`src/rtl/sqf_pkg.sv`:
```
`default_nettype none

package sqf_pkg;

   localparam int SAMPLE_W = 32;
   localparam int COEF_W   = 32;
   localparam int STATE_W  = 64;
   localparam int CSR_IDX_W = 4;

   // multiplier operands: 34-bit signed data half, 33-bit signed coefficient
   localparam int MX_W = 34;
   localparam int MC_W = 33;

   localparam int FRAC_BITS = 30;
   localparam int IO_SHIFT  = 24;

   localparam int STEP_W = 5;
   localparam logic [STEP_W-1:0] LAST_STEP = 5'd19;

   localparam logic [CSR_IDX_W-1:0] CSR_A1       = 4'd0;
   localparam logic [CSR_IDX_W-1:0] CSR_A2       = 4'd1;
   localparam logic [CSR_IDX_W-1:0] CSR_ALPHA_B0 = 4'd2;
   localparam logic [CSR_IDX_W-1:0] CSR_BETA_B0  = 4'd3;

   typedef enum logic [2:0] {
      XS_AD1,
      XS_AD2,
      XS_BD1,
      XS_BD2,
      XS_INA,
      XS_INB
   } x_sel_type;

   typedef enum logic [2:0] {
      CS_A1,
      CS_A2,
      CS_AB0,
      CS_NAB0,
      CS_BB0,
      CS_B2B0
   } c_sel_type;

   typedef enum logic [1:0] {
      BASE_KEEP,
      BASE_ZERO,
      BASE_U40
   } base_type;

   typedef struct packed {
      logic      load;     // item accepted: accumulator takes the scaled sample
      logic      mul_en;
      x_sel_type x_sel;
      c_sel_type c_sel;
      logic      hi_half;  // upper operand half, else lower 30 bits
      logic      neg;      // subtract this partial product
      base_type  acc_base;
      logic      save_a;
      logic      save_va;
      logic      save_b;
      logic      finish;
   } dp_cmd_type;

endpackage

`default_nettype wire

```
`src/rtl/sqf_ctrl.sv`:
```
`default_nettype none

module sqf_ctrl (
   input  wire                clock,
   input  wire                reset,
   input  wire                req_valid,
   output logic               req_stall,
   output logic               rsp_valid,
   input  wire                rsp_stall,
   output sqf_pkg::dp_cmd_type cmd
);
   import sqf_pkg::*;

   typedef enum logic [1:0] {
      ST_IDLE = 2'b01,
      ST_RUN  = 2'b10
   } state_type;

   state_type         state_ff, state_in;
   logic [STEP_W-1:0] step_ff, step_in;
   logic              rsp_valid_ff, rsp_valid_in;
   logic              accept, slot_free, finish;
   dp_cmd_type        step_cmd;

   // Product schedule. A product issued at step n is accumulated at step n+1.
   function automatic dp_cmd_type step_cmd_f(input logic [STEP_W-1:0] s);
      dp_cmd_type c;
      c          = '0;
      c.x_sel    = XS_AD1;
      c.c_sel    = CS_A1;
      c.acc_base = BASE_KEEP;
      case (s)
         5'd0:  begin c.mul_en = 1'b1; c.x_sel = XS_AD1; c.c_sel = CS_A1; c.neg = 1'b1; end
         5'd1:  begin
            c.mul_en = 1'b1; c.x_sel = XS_AD1; c.c_sel = CS_A1; c.neg = 1'b1; c.hi_half = 1'b1;
         end
         5'd2:  begin c.mul_en = 1'b1; c.x_sel = XS_AD2; c.c_sel = CS_A2; c.neg = 1'b1; end
         5'd3:  begin
            c.mul_en = 1'b1; c.x_sel = XS_AD2; c.c_sel = CS_A2; c.neg = 1'b1; c.hi_half = 1'b1;
         end
         5'd4:  begin c.mul_en = 1'b1; c.x_sel = XS_AD2; c.c_sel = CS_NAB0; end
         5'd5:  begin
            // accumulator holds the new alpha state here
            c.mul_en = 1'b1; c.x_sel = XS_AD2; c.c_sel = CS_NAB0; c.hi_half = 1'b1;
            c.save_a = 1'b1; c.acc_base = BASE_ZERO;
         end
         5'd6:  begin c.mul_en = 1'b1; c.x_sel = XS_INA; c.c_sel = CS_AB0; end
         5'd7:  begin c.mul_en = 1'b1; c.x_sel = XS_INA; c.c_sel = CS_AB0; c.hi_half = 1'b1; end
         5'd8:  begin c.mul_en = 1'b1; c.x_sel = XS_BD1; c.c_sel = CS_A1; c.neg = 1'b1; end
         5'd9:  begin
            c.mul_en = 1'b1; c.x_sel = XS_BD1; c.c_sel = CS_A1; c.neg = 1'b1; c.hi_half = 1'b1;
            c.save_va = 1'b1; c.acc_base = BASE_U40;
         end
         5'd10: begin c.mul_en = 1'b1; c.x_sel = XS_BD2; c.c_sel = CS_A2; c.neg = 1'b1; end
         5'd11: begin
            c.mul_en = 1'b1; c.x_sel = XS_BD2; c.c_sel = CS_A2; c.neg = 1'b1; c.hi_half = 1'b1;
         end
         5'd12: begin c.mul_en = 1'b1; c.x_sel = XS_BD1; c.c_sel = CS_B2B0; end
         5'd13: begin
            c.mul_en = 1'b1; c.x_sel = XS_BD1; c.c_sel = CS_B2B0; c.hi_half = 1'b1;
            c.save_b = 1'b1; c.acc_base = BASE_ZERO;
         end
         5'd14: begin c.mul_en = 1'b1; c.x_sel = XS_BD2; c.c_sel = CS_BB0; end
         5'd15: begin c.mul_en = 1'b1; c.x_sel = XS_BD2; c.c_sel = CS_BB0; c.hi_half = 1'b1; end
         5'd16: begin c.mul_en = 1'b1; c.x_sel = XS_INB; c.c_sel = CS_BB0; end
         5'd17: begin c.mul_en = 1'b1; c.x_sel = XS_INB; c.c_sel = CS_BB0; c.hi_half = 1'b1; end
         default: c.mul_en = 1'b0;
      endcase
      return c;
   endfunction

   assign slot_free = !rsp_valid_ff || !rsp_stall;
   assign accept    = (state_ff == ST_IDLE) && req_valid;
   assign finish    = (state_ff == ST_RUN) && (step_ff == LAST_STEP) && slot_free;
   assign req_stall = (state_ff != ST_IDLE);
   assign rsp_valid = rsp_valid_ff;
   assign step_cmd  = step_cmd_f(step_ff);

   always_comb begin
      cmd          = '0;
      cmd.x_sel    = step_cmd.x_sel;
      cmd.c_sel    = step_cmd.c_sel;
      cmd.hi_half  = step_cmd.hi_half;
      cmd.neg      = step_cmd.neg;
      cmd.acc_base = BASE_KEEP;
      cmd.load     = accept;
      cmd.finish   = finish;
      if (state_ff == ST_RUN) begin
         cmd.mul_en   = step_cmd.mul_en;
         cmd.acc_base = step_cmd.acc_base;
         cmd.save_a   = step_cmd.save_a;
         cmd.save_va  = step_cmd.save_va;
         cmd.save_b   = step_cmd.save_b;
      end
   end

   always_comb begin
      state_in     = state_ff;
      step_in      = step_ff;
      rsp_valid_in = rsp_valid_ff && rsp_stall;
      case (state_ff)
         ST_IDLE: begin
            step_in = '0;
            if (accept) state_in = ST_RUN;
         end
         ST_RUN: begin
            if (step_ff != LAST_STEP) begin
               step_in = step_ff + 5'd1;
            end else if (slot_free) begin
               state_in     = ST_IDLE;
               step_in      = '0;
               rsp_valid_in = 1'b1;
            end
         end
         default: begin
            state_in = ST_IDLE;
            step_in  = '0;
         end
      endcase
   end

   always_ff @(posedge clock) begin
      if (reset) begin
         state_ff     <= ST_IDLE;
         step_ff      <= '0;
         rsp_valid_ff <= 1'b0;
      end else begin
         state_ff     <= state_in;
         step_ff      <= step_in;
         rsp_valid_ff <= rsp_valid_in;
      end
   end

endmodule

`default_nettype wire

```
`src/rtl/sqf_datapath.sv`:
```
`default_nettype none

module sqf_datapath (
   input  wire                  clock,
   input  wire                  reset,
   input  wire  sqf_pkg::dp_cmd_type cmd,
   input  wire  signed [31:0]   req_sample,
   input  wire                  csr_wr_en,
   input  wire  [3:0]           csr_index,
   input  wire  [31:0]          csr_wdata,
   output logic signed [31:0]   rsp_alpha_out,
   output logic signed [31:0]   rsp_beta_out
);
   import sqf_pkg::*;

   logic signed [COEF_W-1:0]  a1_ff, a2_ff, ab0_ff, bb0_ff;
   logic signed [SAMPLE_W-1:0] sample_ff;
   logic [STATE_W-1:0] ad1_ff, ad2_ff, bd1_ff, bd2_ff;
   logic [STATE_W-1:0] ina_ff, inb_ff, va_ff;
   logic [STATE_W-1:0] acc_ff, acc_in;
   logic [STATE_W-1:0] prod_ff;
   logic               prod_vld_ff, prod_hi_ff, prod_neg_ff;
   logic signed [31:0] alpha_ff, beta_ff;

   logic [STATE_W-1:0]     x_op, base, term, u40_now, u40_held;
   logic signed [MX_W-1:0] mx;
   logic signed [MC_W-1:0] mc;
   logic signed [MX_W+MC_W-1:0] mp;

   function automatic logic [STATE_W-1:0] scale_in(input logic [SAMPLE_W-1:0] s);
      return {{(STATE_W-SAMPLE_W-IO_SHIFT){s[SAMPLE_W-1]}}, s, {IO_SHIFT{1'b0}}};
   endfunction

   // Q40 -> Q16 with saturation to 32 bits
   function automatic logic [31:0] to_out(input logic [STATE_W-1:0] v);
      logic [STATE_W-IO_SHIFT-1:0] s;
      s = v[STATE_W-1:IO_SHIFT];
      if (s[STATE_W-IO_SHIFT-1:31] == '0 || s[STATE_W-IO_SHIFT-1:31] == '1)
         return s[31:0];
      else if (s[STATE_W-IO_SHIFT-1])
         return 32'h8000_0000;
      else
         return 32'h7FFF_FFFF;
   endfunction

   assign u40_now  = scale_in(req_sample);
   assign u40_held = scale_in(sample_ff);

   always_comb begin
      case (cmd.x_sel)
         XS_AD1:  x_op = ad1_ff;
         XS_AD2:  x_op = ad2_ff;
         XS_BD1:  x_op = bd1_ff;
         XS_BD2:  x_op = bd2_ff;
         XS_INA:  x_op = ina_ff;
         XS_INB:  x_op = inb_ff;
         default: x_op = '0;
      endcase
   end

   // derived coefficients are exact at 33 bits
   always_comb begin
      case (cmd.c_sel)
         CS_A1:   mc = MC_W'(a1_ff);
         CS_A2:   mc = MC_W'(a2_ff);
         CS_AB0:  mc = MC_W'(ab0_ff);
         CS_NAB0: mc = -MC_W'(ab0_ff);
         CS_BB0:  mc = MC_W'(bb0_ff);
         CS_B2B0: mc = MC_W'(bb0_ff) <<< 1;
         default: mc = '0;
      endcase
   end

   // x*c >>> 30 = (x asr 30)*c + ((x & mask)*c >>> 30), done as two passes
   assign mx = cmd.hi_half ? x_op[STATE_W-1:FRAC_BITS]
                           : {{(MX_W-FRAC_BITS){1'b0}}, x_op[FRAC_BITS-1:0]};
   assign mp = mx * mc;

   assign term = prod_hi_ff ? prod_ff
                            : {{FRAC_BITS{prod_ff[STATE_W-1]}}, prod_ff[STATE_W-1:FRAC_BITS]};

   always_comb begin
      case (cmd.acc_base)
         BASE_KEEP: base = acc_ff;
         BASE_ZERO: base = '0;
         BASE_U40:  base = u40_held;
         default:   base = acc_ff;
      endcase
   end

   always_comb begin
      if (cmd.load)
         acc_in = u40_now;
      else if (prod_vld_ff)
         acc_in = prod_neg_ff ? base - term : base + term;
      else
         acc_in = base;
   end

   always_ff @(posedge clock) begin
      if (reset) begin
         a1_ff       <= '0;
         a2_ff       <= '0;
         ab0_ff      <= '0;
         bb0_ff      <= '0;
         ad1_ff      <= '0;
         ad2_ff      <= '0;
         bd1_ff      <= '0;
         bd2_ff      <= '0;
         prod_vld_ff <= 1'b0;
      end else begin
         if (csr_wr_en) begin
            case (csr_index)
               CSR_A1:       a1_ff  <= csr_wdata;
               CSR_A2:       a2_ff  <= csr_wdata;
               CSR_ALPHA_B0: ab0_ff <= csr_wdata;
               CSR_BETA_B0:  bb0_ff <= csr_wdata;
               default: ;
            endcase
         end
         prod_vld_ff <= cmd.mul_en;
         if (cmd.finish) begin
            ad2_ff <= ad1_ff;
            ad1_ff <= ina_ff;
            bd2_ff <= bd1_ff;
            bd1_ff <= inb_ff;
         end
      end
   end

   always_ff @(posedge clock) begin
      acc_ff      <= acc_in;
      prod_ff     <= mp[STATE_W-1:0];
      prod_hi_ff  <= cmd.hi_half;
      prod_neg_ff <= cmd.neg;
      if (cmd.load)    sample_ff <= req_sample;
      if (cmd.save_a)  ina_ff    <= acc_ff;
      if (cmd.save_va) va_ff     <= acc_ff;
      if (cmd.save_b)  inb_ff    <= acc_ff;
      if (cmd.finish) begin
         alpha_ff <= to_out(va_ff);
         beta_ff  <= to_out(acc_ff);
      end
   end

   assign rsp_alpha_out = alpha_ff;
   assign rsp_beta_out  = beta_ff;

endmodule

`default_nettype wire

```
`src/rtl/sogi_quadrature_filter_top.sv`:
```
// SOGI quadrature filter: one Q16.16 sample in, in-phase and quadrature
// Q16.16 results out, through two biquads that share a1/a2.
// Input channel req_*: an item is taken when req_valid is high and req_stall
// low. req_stall is high while an item is being worked on.
// Result channel rsp_*: rsp_valid with rsp_alpha_out / rsp_beta_out, held
// while rsp_stall is high.
// Coefficients (Q30) are written on csr_wr_en with csr_index 0..3:
// a1, a2, alpha b0, beta b0. Other indexes are ignored. Write only when idle.
// A new item is taken only after the previous result has been registered, so
// items are never overlapped in the block.
// The schedule comes from the single 34x33 multiplier: nine coefficient
// products, each done in two passes (lower 30 bits, then upper 34 bits).
// If the previous result is still stalled when a new one is ready, the
// block holds its last step until the output register frees up.
// Reset (synchronous, active high) clears coefficients, filter state and
// the output valid.
`default_nettype none

module sogi_quadrature_filter_top (
   input  wire                clock,
   input  wire                reset,
   input  wire                req_valid,
   output logic               req_stall,
   input  wire  signed [31:0] req_sample,
   output logic               rsp_valid,
   input  wire                rsp_stall,
   output logic signed [31:0] rsp_alpha_out,
   output logic signed [31:0] rsp_beta_out,
   input  wire                csr_wr_en,
   input  wire  [3:0]         csr_index,
   input  wire  [31:0]        csr_wdata
);
   import sqf_pkg::*;

   dp_cmd_type cmd;

   sqf_ctrl u_ctrl (
      .clock     (clock),
      .reset     (reset),
      .req_valid (req_valid),
      .req_stall (req_stall),
      .rsp_valid (rsp_valid),
      .rsp_stall (rsp_stall),
      .cmd       (cmd)
   );

   sqf_datapath u_datapath (
      .clock         (clock),
      .reset         (reset),
      .cmd           (cmd),
      .req_sample    (req_sample),
      .csr_wr_en     (csr_wr_en),
      .csr_index     (csr_index),
      .csr_wdata     (csr_wdata),
      .rsp_alpha_out (rsp_alpha_out),
      .rsp_beta_out  (rsp_beta_out)
   );

endmodule

`default_nettype wire

```
`config.mk`:
```
export PLATFORM = sky130hd
export DESIGN_NAME = sogi_quadrature_filter_top
export DESIGN_NICKNAME = d
export VERILOG_FILES = /design/src/rtl/sqf_pkg.sv /design/src/rtl/sqf_ctrl.sv /design/src/rtl/sqf_datapath.sv /design/src/rtl/sogi_quadrature_filter_top.sv
export SDC_FILE = /design/constraint.sdc
export NUM_CORES = 2
export LEC_CHECK = 0
export ABC_AREA = 1
export BUFFER_PORTS_ARGS = -buffer_cell sky130_fd_sc_hd__buf_2
export CORE_MARGIN = 3
export CORE_UTILIZATION = 35
export CTS_BUF_LIST = sky130_fd_sc_hd__clkbuf_4
export CTS_CLUSTER_DIAMETER = 80
export DETAILED_ROUTE_END_ITERATION = 8
export MAX_ROUTING_LAYER = met4
export SKIP_LAST_GASP = 1
export SYNTH_ARGS = -nofsm -noshare
export SYNTH_HDL_FRONTEND = slang
export SYNTH_SLANG_ARGS = --single-unit
```
`constraint.sdc`:
```
create_clock -name clock -period 11.1 [get_ports clock]
set_clock_uncertainty 0.2 [all_clocks]
set_input_delay 1.11 -clock clock [delete_from_list [all_inputs] [get_ports clock]]
set_output_delay 1.11 -clock clock [all_outputs]
set_load 0.02 [all_outputs]
```
# Word level (Yosys, flattened, before mapping)
# Index checks and enable logic that the tools add are counted.
# totals
ff_bits	811
latch_bits	0
mem_bits_rw	0
mem_bits_ro	0
inputBits	73
memories	0
# classes
n_addsub	4
mul	1
div_mod_pow	0
magnitude_cmp	0
eq_ne	42
shift	0
muxes	30
bitwise_logic	1
n_reduce_logical	34
# op_table
cell	n
$pmux W64 S6	1
$pmux W33 S6	1
$mux W64	3
$mux W32	4
$pmux W64 S2	1
$add A64 B64 Y64	1
$mul A34 B33 Y64	1
$sub A64 B64 Y64	1
$mux W63	1
$pmux W6 S8	1
$eq A5 B4 Y1 const B	8
$mux W34	1
$neg A32 Y33	1
$eq A5 B3 Y1 const B	4
$reduce_or A2 Y1	10
$eq A9 B9 Y1 const B	2
$logic_not A9 Y1	2
$reduce_or A18 Y1	1
$eq A5 B5 Y1 const B	3
$mux W5	3
$eq A3 B2 Y1 const B	4
$eq A3 B3 Y1 const B	4
$eq A5 B2 Y1 const B	2
$mux W1	9
24 further kinds	43

# Longest topological paths before layout
# depth
ltp_word	10
depth_mapped	50

# By module
# A second synthesis with hierarchy kept.
# unflattened
hier_cells	9599
hier_area_um2	77634.5
# by_module_without_submodules
module	n_inst	cells_each	area_per_inst_um2	seq_area_each_um2
sqf_datapath	1	9483	76911.3	18237.5
sqf_ctrl	1	116	723.2	160.2

# Least setup slack after synthesis
# Ideal clock, no wire load.
# synth_path
kind	register to register
start	register u_ctrl.step_ff[0]
end	register u_datapath.prod_ff[63]
setup_time_ns	0.112
arrival_time_ns	8.914
path_slack_ns	1.873
path_stages_with_launch	41
path_buffers	3
period_less_slack_ns	9.227
path_cell_list	dfxtp_1 inv_1 ha_1 inv_1 nor2_1 o21ai_1 nand3_4 nor2_4 nand2_1 buf_4 buf_4 o32ai_1 nor2_1 inv_1 buf_2 nand2_1 fa_1 inv_1 [... 5 more ...] fa_1 fa_1 inv_1 fa_1 fa_1 inv_1 ha_1 nand2_1 nor2_1 inv_1 nor2_1 nand2_1 nor4_1 nand2_1 o2111ai_1 inv_1 nand2_1 nand2_1
# synth_between
elab_chain_cells	7
word_cells_on_any_way	44
cone_classes	mul: 1; eq/ne: 27; mux: 5; reduce/logical: 11
# synth_lines
item	line	text
from (decl)	sqf_ctrl.sv:20	logic [STEP_W-1:0] step_ff, step_in;
from (signal assigned)	sqf_ctrl.sv:129	step_ff <= step_in;
$eq A5 B5 Y1, or another cell as far along	sqf_ctrl.sv:32	case (s)
$reduce_or A2 Y1 (no source line)	-	
$pmux W6 S8	sqf_ctrl.sv:32	
$eq A3 B3 Y1, or another cell as far along	sqf_datapath.sv:50	case (cmd.x_sel)
$pmux W64 S6	sqf_datapath.sv:50	
$mux W34	sqf_datapath.sv:75	assign mx = cmd.hi_half ? x_op[STATE_W-1:FRAC_BITS]
$mul A34 B33 Y64 (*)	sqf_datapath.sv:77	assign mp = mx * mc;
via u_datapath.mp[63]	sqf_datapath.sv:28	logic signed [MX_W+MC_W-1:0] mp;
to (signal assigned)	sqf_datapath.sv:133	prod_ff <= mp[STATE_W-1:0];
to (decl)	sqf_datapath.sv:21	logic [STATE_W-1:0] prod_ff;
# Mark *: on every way through the listed nets, which the timed path passes. The rest lies on a longest branch.
# A chain may end at the register's enable or synchronous reset.

# Final worst setup path
# layout_path
start	register u_ctrl.step_ff[0]
end	register u_datapath.prod_ff[42]
# Same word-level chain as after synthesis.

==> impl_metrics.csv <==
group,metric,value,unit
finish,fillCellCount,22200,
setup_path,crit_fanout,33,
setup_path,endpoint,"u_datapath.prod_ff[42]",
logic_synthesis,synth_edf_count,264,
routing,ant_nets,0,
global_routing,grt_usage,25.4,%
logic_synthesis,synth_top_family_by_area,"adder cells",
pwr,clockPowerShare,37.0,%
placement,io_buffers,138,
routing,vias_per_cell,5.22,
pwr,combPwrFrac,19.4,%
pwr,p_int,4.89,mW
floorplanning,die_y,476,microns
setup_path,slowest_delay,550,ps
placement,place_congestion,0.964,
floorplanning,die_area,0.226,sq mm
setup_path,worstSetupPathType,"flop to flop",
routing,dr.pass1.iters,9,
logic_synthesis,synth_compound_area_share,11.6,%
sta,slew_viol_final,0,
setup_path,setup.worst_path.start_class,"flop",
global_routing,antenna_found_initial,12,
finish,layout-drive-gt1-share,9.81,%
logic_synthesis,synthTopCellsByArea,"fa_1 (30%), dfxtp_1 (14%), edfxtp_1 (10%)",
setup_path,required,11870,ps
logic_synthesis,synthFlopType,"dfxtp_1",
logic_synthesis,muxShareOfSynthArea,0.0259,%
setup_path,crit_slowest_cell,"fa_1",
logic_synthesis,synthXorXnorAreaFrac,1.93,%
global_routing,grt_pass1_wl,420000,microns
logic_synthesis,synth_top_cell_by_area,"fa_1",
setup_path,reg2regPathDepth,35,
logic_synthesis,synth_simple_gate_area_share,16.5,%
sta,report.final.setup_viol,0,
finish,fin_util,39.0,%
flow_run,drv_cap,0,
pwr,peakVddDrop,96.7,uV
logic_synthesis,synth_area,0.0772,sq mm
logic_synthesis,synth-seq-cells,787,
sta,min_period_over_period,96.7,%
setup_path,rr_endpoint,"u_datapath.prod_ff[42]",
sta,max_slew.worst_pin.slew,1340,ps
finish,fin_area,0.0851,sq mm
logic_synthesis,syn-num-nets,10800,
sta,setup_tns,0,ps
pwr,leakage,40.4,nW
floorplanning,rows,171,
cts,cts_made_buffers,211,
worst_hold_path,hp-class,"primary input to flop",
sta,slew-limit-headroom,10.9,%
setup_path,rr_startpoint,"u_ctrl.step_ff[0]",
routing,drtIter0Drc,6331,
pwr,p_total,7.29,mW
floorplanning,ioPinCount,139,
finish,seq_area,0.0184,sq mm
pwr,seq_power_share,43.7,%
cts,cts_buffer_depth,3,
setup_path,crit_path_start,"u_ctrl.step_ff[0]",
sta,worst_slack,371,ps
logic_synthesis,yosysWarnings,0,
setup_path,path_common_cell,"fa_1",
cts,cts_root_buf,"clkbuf_4",
cts,h-tree-depth,4,
floorplanning,initial_core_util,35.4,%
cts,clock_sinks,787,
routing,routed_wl,279000,microns
floorplanning,die_w,476,microns
routing,wire_per_inst,22.1,microns
sta,final-hold-violation-count,0,
pwr,p_sw_share,32.9,%
logic_synthesis,synthDistinctLibCells,71,
logic_synthesis,synth_top_area_share,29.7,%
logic_synthesis,async_flop_share,0,%
cts,path_clk_slew,60,ps
floorplanning,core_area,0.218,sq mm
placement,dp_hpwl,221000,microns
placement,post-place-ws,224,ps
logic_synthesis,syn_inst,9326,
setup_path,r2r_setup_slack,370,ps
routing,drc,0,
global_routing,first_global_vias,66700,
cts,cts_setup_buffers,0,
setup_path,cp_data_arrival_time,11500,ps
sta,fmax,0.0932,GHz
logic_synthesis,synth_adder_area_share,34.3,%
cts,clkLatencyLatePin,1170,ps
pwr,p_per_area,85.6,mW/mm^2
pwr,net-switching-power,2.40,mW
cts,cts_tree,"built",
logic_synthesis,syn_area_per_cell,8.27,sq um
logic_synthesis,ys_seq_area_share,23.8,%
sta,finalCriticalPeriod,10730,ps
global_routing,overflow,0,
global_routing,grt_max_degree,205,
placement,place_area,0.0817,sq mm
finish,multiInputGateArea,0.0498,sq mm
routing,vias,65800,
setup_path,critPathCaptureType,"flop",
finish,nets,11000,
finish,area_growth,10.3,%
sta,rsz0062_at_grt,"true",
status,status,"completed",
[placed cells by master, fill, tap and decap left out, types with 9 or more instances in the layout]
| cell type | instances |
|---|---|
| nor3_2 | 11 |
| nand3_2 | 9 |
| dfxtp_1 | 521 |
| o21a_1 | 22 |
| nand4_1 | 37 |
| o2111ai_1 | 12 |
| a22oi_1 | 14 |
| clkbuf_4 | 334 |
| o22ai_1 | 67 |
| a221oi_1 | 96 |
| buf_4 | 234 |
| diode_2 | 20 |
| a21o_1 | 14 |
| buf_12 | 23 |
| inv_1 | 1812 |
| nor2_1 | 1003 |
| edfxtp_1 | 264 |
| o211ai_1 | 36 |
| inv_2 | 59 |
| xnor2_1 | 47 |
| xor2_1 | 123 |
| nor2_2 | 11 |
| nor2_4 | 16 |
| o21ai_1 | 24 |
| o21ai_0 | 748 |
| or2_2 | 17 |
| nand2_1 | 1479 |
| nor4_1 | 17 |
| nand2_2 | 26 |
| fa_1 | 1145 |
| a21oi_1 | 464 |
| o21bai_1 | 14 |
| nand3_1 | 174 |
| clkinv_1 | 32 |
| dlygate4sd3_1 | 50 |
| nor3_1 | 193 |
| ha_1 | 282 |
| a31oi_1 | 31 |
| buf_2 | 138 |
[layer usage]
metal / GRT usage [%] / up-vias / routed length, microns
li1: - / 29600 / -
met1: 33.4 / 32900 / 117000
met2: 39.6 / 2806 / 128000
met3: 4.46 / 468 / 23700
met4: 8.46 / 0 / 10300
met5: - / - / 0
[metrics by stage]
step	hold slack, ps	std cells
2_1_floorplan	223	9326
4_1_cts	6.86	12600
3_5_place_dp	239	12100
3_3_place_gp	237	12100
6_report	144	12600
5_1_grt	48.9	12600
[worst min-delay path by stage]
| stage | from | end | slack (ps) | depth (start not counted) |
|---|---|---|---|---|
| 2_1_floorplan | u_datapath.a2_ff[2] | u_datapath.a2_ff[2] | 220 | 2 |
| 3_3_place_gp | u_datapath.a1_ff[20] | u_datapath.a1_ff[20] | 240 | 2 |
| 3_5_place_dp | u_datapath.a1_ff[20] | u_datapath.a1_ff[20] | 240 | 2 |
| 4_1_cts | csr_wdata[29] | u_datapath.a1_ff[29] | 7 | 3 |
| 5_1_grt | csr_wdata[1] | u_datapath.ab0_ff[1] | 50 | 3 |
| 6_report | csr_wdata[5] | u_datapath.bb0_ff[5] | 140 | 3 |
[registers in the layout (all words and copies together) (netlist names), 40 cells and up]
name,count
u_datapath.bd1_ff,64
u_datapath.inb_ff,64
u_datapath.bd2_ff,64
u_datapath.prod_ff,64
u_datapath.va_ff,40
u_datapath.ad1_ff,64
u_datapath.ina_ff,64
u_datapath.ad2_ff,64
u_datapath.acc_ff,64
[critical path, delay by kind of cell, from the launching register on]
family | cells | cell delay [ps]
buffers and inverters | 9 | 1150
flip-flops | 1 | 410
AND/OR/NAND/NOR | 10 | 1900
XOR/XNOR | 1 | 280
AO/OA/AOI/OAI | 5 | 1810
adder cells (fa/ha/maj) | 10 | 4760
[cell families (layout without fill, tap and decap cells)]
family,after synthesis,in the layout
mux,2,2
simple gates,3042,3042
compound gates,1585,1585
flops,787,787
buf+inv,2312,2708
fa+ha+maj,1428,1428
other cells,0,20
xor+xnor,170,170
[cell type report]
class                   count  area share [%]
multi-input cells        6227            58.5
clock buffers             334            2.95
well taps                2854            4.20
inverters                1876            8.30
diodes                     20          0.0588
flip-flops and latches    787            21.6
clock inverters            53           0.413
repair buffers            445            4.00
[cells in the mapped netlist, drive strengths merged, types with 38 or more instances]
library cell / number
inv: 1875
nand2: 1511
fa: 1145
nor2: 1032
o21ai: 777
dfxtp: 523
a21oi: 464
ha: 283
edfxtp: 264
buf: 221
clkbuf: 215
nor3: 211
nand3: 185
xor2: 123
a221oi: 98
o22ai: 68
xnor2: 47
nand4: 38
[what timing repair did]
action / CTS / global route
hold buffers: 50 / 0
resized for setup: 0 / 9
endpoints found under the setup margin: 0 / 32
endpoints found under the hold margin: 120 / 0
[power groups by stage]
stage                     registers, mW  logic (mW)  clock network (mW)
final                              3.18        1.41                2.69
after global routing               3.18        1.55                2.93
after CTS                          3.17        1.39                2.77
after detailed placement           3.24        1.37                   0
after global placement             3.24        1.37                   0
after floorplan                    3.15       0.886                   0
Note: power is estimated with default switching activity, not from simulation.
